--- src/rtl/rse_pkg.sv ---
package rse_pkg;

	// Stack geometry and arithmetic width.
	localparam int STACK_DEPTH = 64;
	localparam int VALUE_WIDTH = 32;
	localparam int OUT_VALUE_W = 32;
	localparam int ADDR_W      = $clog2(STACK_DEPTH);
	localparam int DEPTH_W     = $clog2(STACK_DEPTH + 1);
	localparam int DIV_CNT_W   = $clog2(VALUE_WIDTH);

	// Character codes seen by the tokenizer.
	localparam logic [7:0] CH_TAB    = 8'h09;
	localparam logic [7:0] CH_CR     = 8'h0D;
	localparam logic [7:0] CH_SPACE  = 8'h20;
	localparam logic [7:0] CH_LPAREN = 8'h28;
	localparam logic [7:0] CH_RPAREN = 8'h29;
	localparam logic [7:0] CH_STAR   = 8'h2A;
	localparam logic [7:0] CH_PLUS   = 8'h2B;
	localparam logic [7:0] CH_MINUS  = 8'h2D;
	localparam logic [7:0] CH_SLASH  = 8'h2F;
	localparam logic [7:0] CH_ZERO   = 8'h30;
	localparam logic [7:0] CH_NINE   = 8'h39;

	typedef enum logic [2:0] {
		ST_OK       = 3'd0,
		ST_PAREN    = 3'd1,
		ST_FEW      = 3'd2,
		ST_INVALID  = 3'd3,
		ST_DIV0     = 3'd4,
		ST_DEPTH    = 3'd5,
		ST_OVERFLOW = 3'd6
	} status_t;

	typedef enum logic [1:0] {
		OP_ADD,
		OP_SUB,
		OP_MUL,
		OP_DIV
	} op_t;

	typedef enum logic [1:0] {
		S_IDLE,
		S_EXEC,
		S_DIV
	} state_t;

	typedef struct packed {
		logic [7:0] char_in;
		logic       end_of_expr;
	} text_beat_t;

	typedef struct packed {
		logic signed [OUT_VALUE_W-1:0] value;
		logic [2:0]                    status;
	} result_beat_t;

	// Whitespace separates tokens.
	function automatic logic is_space(logic [7:0] c);
		return (c == CH_SPACE) || (c inside {[CH_TAB:CH_CR]});
	endfunction

endpackage

--- src/rtl/rse_stack_mem.sv ---
module rse_stack_mem #(
	parameter int Depth = 64,
	parameter int Width = 32
) (
	input  logic                     clk,
	input  logic                     we,
	input  logic [$clog2(Depth)-1:0] waddr,
	input  logic [Width-1:0]         wdata,
	input  logic                     re,
	input  logic [$clog2(Depth)-1:0] raddr,
	output logic [Width-1:0]         rdata
);

	logic [Width-1:0] mem [Depth];

	// One write port and one registered read port.
	always_ff @(posedge clk) begin
		if (we) begin
			mem[waddr] <= wdata;
		end
		if (re) begin
			rdata <= mem[raddr];
		end
	end

endmodule

--- src/rtl/rse_divider.sv ---
module rse_divider (
	input  logic                            clk,
	input  logic                            arst_n,
	input  logic                            start,
	input  logic [rse_pkg::VALUE_WIDTH-1:0] dividend,
	input  logic [rse_pkg::VALUE_WIDTH-1:0] divisor,
	output logic                            done,
	output logic [rse_pkg::VALUE_WIDTH-1:0] quotient
);

	localparam int W = rse_pkg::VALUE_WIDTH;

	logic                           busy_q;
	logic                           done_q;
	logic [rse_pkg::DIV_CNT_W-1:0]  cnt_q;
	logic [W:0]                     rem_q;
	logic [W-1:0]                   quo_q;
	logic [W-1:0]                   mb_q;
	logic                           neg_q;
	logic [W-1:0]                   ma;
	logic [W-1:0]                   mb;
	logic [W:0]                     rem_sh;
	logic                           take;

	// Operand magnitudes; the most negative value keeps its unsigned magnitude.
	assign ma = dividend[W-1] ? W'('0 - dividend) : dividend;
	assign mb = divisor[W-1] ? W'('0 - divisor) : divisor;

	// One restoring step: shift in the next dividend bit and try to subtract.
	assign rem_sh = {rem_q[W-1:0], quo_q[W-1]};
	assign take   = rem_sh >= {1'b0, mb_q};

	// The quotient truncates toward zero and wraps at the value width.
	assign quotient = neg_q ? W'('0 - quo_q) : quo_q;
	assign done     = done_q;

	always_ff @(posedge clk or negedge arst_n) begin
		if (!arst_n) begin
			busy_q <= 1'b0;
			done_q <= 1'b0;
			cnt_q  <= '0;
		end else begin
			done_q <= 1'b0;
			if (start) begin
				busy_q <= 1'b1;
				cnt_q  <= '0;
			end else if (busy_q) begin
				cnt_q <= cnt_q + rse_pkg::DIV_CNT_W'(1);
				if (cnt_q == rse_pkg::DIV_CNT_W'(W - 1)) begin
					busy_q <= 1'b0;
					done_q <= 1'b1;
				end
			end
		end
	end

	// Datapath registers of the iteration.
	always_ff @(posedge clk) begin
		if (start) begin
			rem_q <= '0;
			quo_q <= ma;
			mb_q  <= mb;
			neg_q <= dividend[W-1] ^ divisor[W-1];
		end else if (busy_q) begin
			rem_q <= take ? (rem_sh - {1'b0, mb_q}) : rem_sh;
			quo_q <= {quo_q[W-2:0], take};
		end
	end

endmodule

--- src/rtl/rpn_stack_evaluator.sv ---
// Reverse Polish calculator fed one byte of expression text per beat on the
// text channel. Whitespace separates tokens; a digit token pushes its first
// digit, and a lone + - * or / combines the two top entries with wrapping
// 32-bit arithmetic and truncating division. The beat flagged end_of_expr is
// tokenized first and then closes the expression: one result beat carries the
// value or the first error, and the stack is cleared. A byte that does not
// complete an operator token, digit pushes included, is taken without a
// stall but for the final-beat hold below. A byte that completes + - or *
// stalls in EXEC, as the second stack entry is read from the registered
// stack memory while the top entry sits in a register. A byte completing /
// also waits in S_DIV on the bit-serial divider, one quotient bit per cycle;
// EXEC catches a zero divisor. A final beat is held off while the previous
// result still waits on the result channel. The stack memory needs no
// clearing after reset: only entries below the depth count are ever read.
module rpn_stack_evaluator (
	input  logic                  clk,
	input  logic                  arst_n,
	input  logic                  text_valid,
	output logic                  text_stall,
	input  rse_pkg::text_beat_t   text,
	output logic                  result_valid,
	input  logic                  result_stall,
	output rse_pkg::result_beat_t result
);

	localparam int A  = rse_pkg::ADDR_W;
	localparam int D  = rse_pkg::DEPTH_W;
	localparam int VW = rse_pkg::VALUE_WIDTH;

	rse_pkg::state_t       state_q, state_d;
	logic [D-1:0]          depth_q, depth_d;
	rse_pkg::status_t      err_q, err_d;
	logic [VW-1:0]         tos_q, tos_d;
	logic                  tok_q, tok_d;
	logic [7:0]            first_q, first_d;
	logic                  long_q, long_d;
	rse_pkg::op_t          op_q, op_d;
	logic                  fin_q, fin_d;
	logic                  result_valid_q;
	rse_pkg::result_beat_t result_q;

	logic                  accept;
	logic                  sp;
	logic                  do_finish;
	logic [7:0]            tc;
	logic                  tl;
	logic [D-1:0]          depth_sub2;
	logic                  we;
	logic [A-1:0]          waddr;
	logic [VW-1:0]         wdata;
	logic                  re;
	logic [VW-1:0]         rdata;
	logic                  op_issue;
	logic                  div_start;
	logic                  div_done;
	logic [VW-1:0]         quotient;
	logic [VW-1:0]         prod;
	logic [VW-1:0]         r;
	logic                  stack_wb;
	logic                  emit;
	rse_pkg::status_t      res_status;
	logic [rse_pkg::OUT_VALUE_W-1:0] res_value;

	// Operators hold off the input side; a waiting result holds off a final beat.
	assign accept     = text_valid && !text_stall;
	assign text_stall = (state_q != rse_pkg::S_IDLE) || (text.end_of_expr && result_valid_q);
	assign result_valid = result_valid_q;
	assign result       = result_q;

	// Token boundaries and the token being finished by this byte.
	assign sp         = rse_pkg::is_space(text.char_in);
	assign do_finish  = sp ? tok_q : text.end_of_expr;
	assign tc         = (sp || tok_q) ? first_q : text.char_in;
	assign tl         = sp ? long_q : tok_q;
	assign depth_sub2 = depth_q - D'(2);

	// Operand a comes from memory, operand b is the registered top of stack.
	assign prod = VW'(rdata * tos_q);

	rse_stack_mem #(
		.Depth(rse_pkg::STACK_DEPTH),
		.Width(VW)
	) u_mem (
		.clk  (clk),
		.we   (we),
		.waddr(waddr),
		.wdata(wdata),
		.re   (re),
		.raddr(depth_sub2[A-1:0]),
		.rdata(rdata)
	);

	rse_divider u_div (
		.clk     (clk),
		.arst_n  (arst_n),
		.start   (div_start),
		.dividend(rdata),
		.divisor (tos_q),
		.done    (div_done),
		.quotient(quotient)
	);

	// Next state.
	always_comb begin
		state_d = state_q;
		case (state_q)
			rse_pkg::S_IDLE: begin
				if (op_issue) begin
					state_d = rse_pkg::S_EXEC;
				end
			end
			rse_pkg::S_EXEC: begin
				state_d = div_start ? rse_pkg::S_DIV : rse_pkg::S_IDLE;
			end
			rse_pkg::S_DIV: begin
				if (div_done) begin
					state_d = rse_pkg::S_IDLE;
				end
			end
			default: state_d = rse_pkg::S_IDLE;
		endcase
	end

	// Tokenizer, stack update and result formation.
	always_comb begin
		depth_d   = depth_q;
		err_d     = err_q;
		tos_d     = tos_q;
		tok_d     = tok_q;
		first_d   = first_q;
		long_d    = long_q;
		op_d      = op_q;
		fin_d     = fin_q;
		we        = 1'b0;
		waddr     = depth_q[A-1:0];
		wdata     = tos_q;
		re        = 1'b0;
		op_issue  = 1'b0;
		div_start = 1'b0;
		stack_wb  = 1'b0;
		emit      = 1'b0;
		r         = '0;
		case (state_q)
			rse_pkg::S_IDLE: begin
				if (accept) begin
					// Track the current token.
					if (sp) begin
						tok_d = 1'b0;
					end else if (!tok_q) begin
						tok_d   = 1'b1;
						first_d = text.char_in;
						long_d  = 1'b0;
					end else begin
						long_d = 1'b1;
					end
					// Act on a completed token unless an error is already held.
					if (do_finish && err_q == rse_pkg::ST_OK) begin
						if (!tl && (tc == rse_pkg::CH_LPAREN || tc == rse_pkg::CH_RPAREN)) begin
							err_d = rse_pkg::ST_PAREN;
						end else if (tc inside {[rse_pkg::CH_ZERO:rse_pkg::CH_NINE]}) begin
							if (depth_q >= D'(rse_pkg::STACK_DEPTH)) begin
								err_d = rse_pkg::ST_OVERFLOW;
							end else begin
								we      = 1'b1;
								waddr   = depth_q[A-1:0];
								wdata   = {{(VW-4){1'b0}}, tc[3:0]};
								tos_d   = {{(VW-4){1'b0}}, tc[3:0]};
								depth_d = depth_q + D'(1);
							end
						end else if (!tl && (tc inside {rse_pkg::CH_PLUS, rse_pkg::CH_MINUS,
								rse_pkg::CH_STAR, rse_pkg::CH_SLASH})) begin
							if (depth_q < D'(2)) begin
								err_d = rse_pkg::ST_FEW;
							end else begin
								re       = 1'b1;
								op_issue = 1'b1;
								case (tc)
									rse_pkg::CH_PLUS:  op_d = rse_pkg::OP_ADD;
									rse_pkg::CH_MINUS: op_d = rse_pkg::OP_SUB;
									rse_pkg::CH_STAR:  op_d = rse_pkg::OP_MUL;
									default:           op_d = rse_pkg::OP_DIV;
								endcase
							end
						end else begin
							err_d = rse_pkg::ST_INVALID;
						end
					end
					// The final byte closes the expression.
					fin_d = text.end_of_expr;
					if (text.end_of_expr) begin
						tok_d   = 1'b0;
						first_d = '0;
						long_d  = 1'b0;
						emit    = !op_issue;
					end
				end
			end
			rse_pkg::S_EXEC: begin
				case (op_q)
					rse_pkg::OP_ADD: r = rdata + tos_q;
					rse_pkg::OP_SUB: r = rdata - tos_q;
					rse_pkg::OP_MUL: r = prod;
					default:         r = quotient;
				endcase
				if (op_q == rse_pkg::OP_DIV) begin
					if (tos_q == '0) begin
						err_d = rse_pkg::ST_DIV0;
						emit  = fin_q;
					end else begin
						div_start = 1'b1;
					end
				end else begin
					stack_wb = 1'b1;
					emit     = fin_q;
				end
			end
			rse_pkg::S_DIV: begin
				r = quotient;
				if (div_done) begin
					stack_wb = 1'b1;
					emit     = fin_q;
				end
			end
			default: ;
		endcase

		// Operator result replaces the two top entries.
		if (stack_wb) begin
			we      = 1'b1;
			waddr   = depth_sub2[A-1:0];
			wdata   = r;
			tos_d   = r;
			depth_d = depth_q - D'(1);
		end

		// Closing status: first error, else a depth check.
		if (err_d != rse_pkg::ST_OK) begin
			res_status = err_d;
		end else if (depth_d != D'(1)) begin
			res_status = rse_pkg::ST_DEPTH;
		end else begin
			res_status = rse_pkg::ST_OK;
		end
		res_value = (res_status == rse_pkg::ST_OK) ? rse_pkg::OUT_VALUE_W'(tos_d) : '0;
		if (emit) begin
			depth_d = '0;
			err_d   = rse_pkg::ST_OK;
		end
	end

	// Control registers.
	always_ff @(posedge clk or negedge arst_n) begin
		if (!arst_n) begin
			state_q <= rse_pkg::S_IDLE;
			depth_q <= '0;
			err_q   <= rse_pkg::ST_OK;
			tok_q   <= 1'b0;
			first_q <= '0;
			long_q  <= 1'b0;
			op_q    <= rse_pkg::OP_ADD;
			fin_q   <= 1'b0;
		end else begin
			state_q <= state_d;
			depth_q <= depth_d;
			err_q   <= err_d;
			tok_q   <= tok_d;
			first_q <= first_d;
			long_q  <= long_d;
			op_q    <= op_d;
			fin_q   <= fin_d;
		end
	end

	// Top-of-stack copy.
	always_ff @(posedge clk) begin
		tos_q <= tos_d;
	end

	// Result output register.
	always_ff @(posedge clk or negedge arst_n) begin
		if (!arst_n) begin
			result_valid_q <= 1'b0;
		end else if (emit) begin
			result_valid_q <= 1'b1;
		end else if (!result_stall) begin
			result_valid_q <= 1'b0;
		end
	end

	always_ff @(posedge clk) begin
		if (emit) begin
			result_q.value  <= res_value;
			result_q.status <= res_status;
		end
	end

endmodule

--- config.mk ---
export PLATFORM = sky130hd
export DESIGN_NAME = rpn_stack_evaluator
export DESIGN_NICKNAME = d
export VERILOG_FILES = /design/src/rtl/rse_pkg.sv /design/src/rtl/rse_stack_mem.sv /design/src/rtl/rse_divider.sv /design/src/rtl/rpn_stack_evaluator.sv
export SDC_FILE = /design/constraint.sdc
export NUM_CORES = 2
export LEC_CHECK = 0
export BUFFER_PORTS_ARGS = -buffer_cell sky130_fd_sc_hd__buf_2
export CORE_MARGIN = 2
export CORE_UTILIZATION = 35
export CTS_CLUSTER_SIZE = 25
export DETAILED_ROUTE_END_ITERATION = 10
export GPL_ROUTABILITY_DRIVEN = 0
export RECOVER_POWER = 25
export SYNTH_ARGS = -nofsm -noshare
export SYNTH_HDL_FRONTEND = slang
export SYNTH_HIERARCHICAL = 1
export SYNTH_SLANG_ARGS = --single-unit
--- constraint.sdc ---
create_clock -name clk -period 22.7 [get_ports clk]
set_input_delay 2.27 -clock clk [delete_from_list [all_inputs] [get_ports clk]]
set_output_delay 2.27 -clock clk [all_outputs]
set_load 0.01 [all_outputs]
=== Word level (Yosys, flattened, before mapping) ===
Memory sizes are Yosys's and may differ from the RTL's. A register that Yosys moved wholly into a read port is not among the register bits.
Cells that the tools add are included.

* Output and inout bits: 37
* Memories kept: 1
* Logic and storage cells: 185
* Flip-flop bits (word level): 197
* Memory bits (writable): 2048
* Bits of input ports: 13

* Reduce and logical (&&, ||, !) cells: 28
* Multiply operators: 1
* Muxes and demuxes: 95
* Eq/ne operators: 19
* $lt $le $gt $ge: 7
* Add/sub/neg operators: 10
* Bitwise logic cells: 4

{| class="wikitable"
|+ Memories
! memory !! depth !! bits a word !! read ports !! clocked after memory_dff !! wr ports !! line !! text
|-
| u_mem.mem || 64 || 32 || 1 || 1 || 1 || rse_stack_mem.sv:14 || <nowiki>logic [Width-1:0] mem [Depth];</nowiki>
|}

{| class="wikitable"
|+ Operator list
! cell !! count
|-
| $mux W32 || 12
|-
| $pmux W32 S3 || 1
|-
| $sub A1 B32 Y32 const A || 3
|-
| $pmux W32 S2 || 1
|-
| $sub A32 B32 Y32 || 2
|-
| $eq A8 B6 Y1 const B || 7
|-
| $mux W7 || 8
|-
| $mux W1 || 45
|-
| $mux W3 || 12
|-
| $ge A33 B32 Y1 || 1
|-
| $add A32 B32 Y32 || 1
|-
| $logic_not A32 Y1 || 1
|-
| $mul A32 B32 Y32 || 1
|-
| $mux W8 || 4
|-
| $mux W31 || 1
|-
| $pmux W2 S3 || 2
|-
| $mux W5 || 2
|-
| $ge A8 B4 Y1 const B || 1
|-
| $ge A8 B6 Y1 const B || 1
|-
| $le A8 B4 Y1 const B || 1
|-
| $le A8 B6 Y1 const B || 1
|-
| $add A7 B1 Y7 const B || 1
|-
| $ge A7 B7 Y1 const B || 1
|-
| $logic_and A1 B1 Y1 || 7
|-
| other kinds (28) || 47
|}

=== Depth between registers and ports, before layout ===
* Word-level depth: 19
* Mapped depth: 31
* Mapped depth without buffers: 29

=== Modules after synthesis ===
The synthesis kept the hierarchy.

{| class="wikitable"
|+ By module, submodules not included
! module !! area each (um^2) !! cells an instance !! sequential area each (um^2) !! instances
|-
| rse_stack_mem || 79359.9 || 3511 || 62459.9 || 1
|-
| rpn_stack_evaluator || 23408.7 || 2701 || 2342.2 || 1
|-
| rse_divider || 7702.4 || 878 || 2767.7 || 1
|}

=== Least setup slack after synthesis ===
No wires, ideal clock.

* Path type: flip-flop to flip-flop
* From: register tos_q[7]
* To: memory u_mem.mem[0][31] (data pin)
* Data required time: 21.985 ns
* Setup slack: 12.301 ns
* Cell stages (with the launch flop): 27
* Library setup time: 0.715 ns
* Arrival time: 9.684 ns
* Cell sequence: dfxtp_1 clkbuf_1 clkbuf_1 and2_1 fa_1 fa_1 fa_1 inv_1 fa_1 inv_1 fa_1 ha_1 fa_1 inv_1 fa_1 inv_1 ha_1 a21o_1 a21o_1 a21o_1 a21o_1 a221oi_1 o211a_1 a21oi_1 xnor2_1 o221ai_1 o21ai_0

* Cells in the longest elaborated chain, start to end: 4
* Elaborated cells between the ends (all ways): 6
* Classes of those cells: 2 x add/sub; 1 x mul; 3 x mux

{| class="wikitable"
|+ Ends and longest elaborated chain
! element !! line !! text
|-
| from (decl) || rpn_stack_evaluator.sv:33 || <nowiki>logic [VW-1:0] tos_q, tos_d;</nowiki>
|-
| from (signal assigned) || rpn_stack_evaluator.sv:276 || <nowiki>tos_q <= tos_d;</nowiki>
|-
| $mul A32 B32 Y32, or another cell as far along || rpn_stack_evaluator.sv:78 || <nowiki>assign prod = VW'(rdata * tos_q);</nowiki>
|-
| $pmux W32 S3 * || rpn_stack_evaluator.sv:199 || <nowiki>case (op_q)</nowiki>
|-
| $pmux W32 S2 * || rpn_stack_evaluator.sv:143 || <nowiki>case (state_q)</nowiki>
|-
| $mux W32 * || -- ||
|-
| net tos_d[31] || rpn_stack_evaluator.sv:33 ||
|-
| to (decl) || rse_stack_mem.sv:14 ||
|}

Mark *: on every way through the listed nets, which the timed path passes. The rest lies on a longest branch.

=== Final worst setup path ===
* From: register depth_q[1]
* To: register u_mem.rdata[10], read port of u_mem.mem (data pin)

* Elaborated cells between the ends (all ways): 9
* Classes of those cells: 1 x add/sub; 1 x order compare; 7 x mux

{| class="wikitable"
|+ RTL lines
! element !! line !! text
|-
| from (decl) || rpn_stack_evaluator.sv:31 || <nowiki>logic [D-1:0] depth_q, depth_d;</nowiki>
|-
| from (signal assigned) || rpn_stack_evaluator.sv:264 || <nowiki>depth_q <= depth_d;</nowiki>
|-
| $sub A6 B2 Y6 || rpn_stack_evaluator.sv:75 || <nowiki>assign depth_sub2 = depth_q - D'(2);</nowiki>
|-
| net depth_sub2[1] || rpn_stack_evaluator.sv:47 || <nowiki>logic [D-1:0] depth_sub2;</nowiki>
|-
| to (decl) || rse_stack_mem.sv:11 || <nowiki>output logic [Width-1:0] rdata</nowiki>
|}

The timed path passes the listed nets, and every way through them passes these cells.
A chain may end at the register's enable or synchronous reset.

==> flow_summary.json <==
{
  "ys_seq_elements": 2277,
  "fin_crit_ps": 15500,
  "p_switching_uw": 5438,
  "fin_hold_ws_ps": 481.0,
  "setup-violations-final": 0,
  "antenna_found_initial": 25,
  "viasPerCell": 5.609,
  "clkLatencyLatePin_ps": 890,
  "cts_buffers": 223,
  "worstPathRequired_ps": 23270,
  "htree_num_levels": 4,
  "placed_cells": 11140,
  "die_area_sq_um": 320100,
  "route.detailed.drc": 0,
  "ys_warn_count": 6,
  "syn_area_per_cell_sq_um": 15.58,
  "grt_max_degree": 102,
  "critPathCaptureType": "register",
  "fillers": 28780,
  "ctsResizeCount": 0,
  "grt_pass1_vias": 65130,
  "synth_edf_count": 2180,
  "synth_top_cells_by_area": "edfxtp_1, mux4_2, fa_1, ha_1, mux2i_1",
  "ys_seq_area_share_pct": 61.17,
  "drive_gt1_share_pct": 15.06,
  "final.setup.tns_ps": 0,
  "cts_tree": "built",
  "synth.net_count": 7716,
  "first_iter_violations": 7896,
  "post-route-util_pct": 39.12,
  "grt_pass1_wl_um": 460300,
  "clkSinkCount": 2277,
  "grt_usage_pct": 19.56,
  "synth_cell_types": 97,
  "fin_cells": 11540,
  "p_clk_share_pct": 24.5,
  "startpoint_type": "register",
  "grt_overflow": 0,
  "drt-wirelength-per-cell_um": 27.57,
  "dpl_cell_area_sq_um": 116600,
  "seqPwrFrac_pct": 32.3,
  "post_cts.repair.setup_buffers": 0,
  "power.leakage_uw": 0.04222,
  "io_pins": 50,
  "worstPathArrival_ps": 16070,
  "ant_nets": 0,
  "clk_path_buf_depth": 4,
  "final_hold_viol_count": 0,
  "max_freq_mhz": 64.50,
  "netlist_instances": 7090,
  "die_h_um": 565.8,
  "synth-async-reset-ratio_pct": 1.449,
  "criticalPathCategory": "register to register",
  "holdCritPathClass": "register to register",
  "p_per_area_nw_per_um2": 116.4,
  "drv_cap": 42,
  "p_comb_share_pct": 43.2,
  "design_area_sq_um": 123000,
  "synthFlopType": "edfxtp_1",
  "relSlewSlack_pct": -177.8,
  "port_buffers": 49,
  "violations": "capacitance limit, slew limit",
  "drv_slew": 1579,
  "wirelength_um": 318200,
  "swShare_pct": 37.98,
  "syn_area_sq_um": 110500,
  "vias": 64740,
  "intPower_uw": 8880,
  "coreArea_sq_um": 314500,
  "std_cell_rows": 206,
  "status": "finished, violations left",
  "rsz0062_at_grt": "false",
  "min_period_over_period_pct": 68.30,
  "cts_hold_buf": 0,
  "skew_ps": 77.23,
  "ir_worst_vdd_v": 0.0003680,
  "start_util_pct": 35.13,
  "place_hpwl_um": 191500,
  "path_clk_slew_ps": 70,
  "yosysTopAreaCellShare_pct": 59.26,
  "nets": 7829,
  "cts_root_buffer": "clkbuf_16",
  "synth_top_cell_by_area": "edfxtp_1",
  "cp_max_fo": 62,
  "worst_pin_slew_ps": 4167,
  "syn_to_final_growth_pct": 11.35,
  "die_w_um": 565.8,
  "dr.pass1.iters": 6
}
placed cells by master (no fill, tap or decap), types with 23 or more instances in the layout:
cell type and n:
a211oi_1 31, a31oi_1 36, o21a_1 24, edfxtp_1 2180
clkinv_1 52, nor2_1 177, a21oi_1 164, nor2b_1 38
xor2_1 95, inv_1 529, dfxtp_1 64, xnor2_1 164
o22ai_1 45, nor3_1 45, a311oi_1 27, mux4_2 446
o21ai_0 164, and3_1 23, fa_1 410, o31ai_1 37
clkbuf_1 122, a22oi_1 152, nor2b_2 23, clkbuf_16 224
dfrtp_1 32, clkinv_2 32, a21o_1 39, and2_1 318
nand2_1 445, o211ai_1 34, buf_4 194, ha_1 203
mux2i_1 208, nand3_1 86, nand2b_1 34, nor2_4 63
critical path, cell delays in order (launching register included):
cell        delay (ps)
dfrtp_1            470
clkinvlp_2        3090
ha_1              1690
clkinvlp_2        1960
clkbuf_1          1570
nor2b_1           1970
clkbuf_1          1910
clkbuf_1          1140
a22oi_1            270
nand3_1            220
nand2_1            290
a21oi_1            550
final timing paths:
path	startpoint	end	slack, ps	depth (start not counted)
min	fin_q	fin_q	480	1
min in group asynchronous	arst_n	result_valid	1970	1
max	depth_q[1]	u_mem/rdata[10]	7200	11
max reg2reg	depth_q[1]	u_mem/rdata[10]	7200	11
min reg2reg	fin_q	fin_q	480	1
max in group asynchronous	arst_n	depth_q[0]	19380	1
flip-flops by register name, summed over array words and instances, names as in the netlist, 2 cells and up:
signal,count
u_div/mb_q,32
state_q,2
depth_q,7
err_q,3
u_div/cnt_q,5
result,35
u_div/rem_q,32
first_q,8
u_div/quo_q,32
tos_q,32
u_mem/rdata,32
op_q,2
u_mem/mem,2048
logic make-up (layout without fill, tap and decap cells):
kind of cell / Yosys count / count (layout) / share of synthesized area [%]
AOI/OAI and AO/OA: 954 / 954 / 5.926
xor gates and xnor gates: 262 / 262 / 2.077
adders and majority gates: 613 / 613 / 9.729
buffers and inverters: 925 / 1207 / 3.655
DFF: 2277 / 2277 / 61.17
muxes: 658 / 658 / 11.02
other: 0 / 9 / 0
and+or+nand+nor: 1401 / 1401 / 6.430
synth_stat cells, types with 19 or more instances:
cell	number
nor2_1	243
ha_1	203
edfxtp_1	2180
buf_2	58
a311oi_1	27
a22oi_1	152
nor3_1	45
o21ai_0	178
dfxtp_1	64
o211ai_1	34
and2_1	321
a21o_1	41
nand3_1	89
a211oi_1	31
o41ai_1	19
nor2b_1	42
or3_1	20
dfrtp_1	33
nand2_1	447
a21oi_1	164
o22ai_1	45
nor2b_2	20
xor2_1	98
nand2b_1	34
buf_6	35
inv_1	531
mux4_2	446
mux2i_1	208
buf_4	33
xnor2_1	164
fa_1	410
o21a_1	24
clkbuf_1	241
o31ai_1	40
a31oi_1	37
and3_1	23
metal layers:
| metal | global-route usage (%) | wire length (um) | vias up |
|---|---|---|---|
| li1 | - | - | 26850 |
| met2 | 31.43 | 148800 | 3160 |
| met5 | 0 | 8 | - |
| met3 | 3.294 | 28770 | 488 |
| met1 | 27.16 | 130000 | 34230 |
| met4 | 5.935 | 10550 | 2 |
final cells by class:
| type | instances | area (sq um) | area share, % |
|---|---|---|---|
| diodes | 9 | 22.52 | 0.01831 |
| flip-flops and latches | 2277 | 67570 | 54.93 |
| clock inverters | 117 | 885.9 | 0.7201 |
| inverters | 531 | 1996 | 1.622 |
| repair buffers | 282 | 1863 | 1.515 |
| clock buffers | 277 | 5864 | 4.767 |
| multi-input cells | 3888 | 39600 | 32.19 |
| well taps | 4160 | 5205 | 4.231 |
metrics by stage:
step | worst slack [ps] | power (uW)
after floorplan | 12300 | 8749
after global placement | 13720 | 10840
after detailed placement | 13660 | 10860
after CTS | 13620 | 14380
after global routing | 6741 | 15070
final | 7195 | 14320
power by group through the flow:
| stage | Sequential, uW | Clock, uW | Combinational [uW] |
|---|---|---|---|
| final | 4620 | 3510 | 6190 |
| after global placement | 4710 | 0 | 6130 |
| after CTS | 4620 | 3560 | 6190 |
| after floorplan | 4720 | 0 | 4030 |
| after global routing | 4620 | 3730 | 6720 |
| after detailed placement | 4710 | 0 | 6150 |
(Power assumes the default switching activity.)
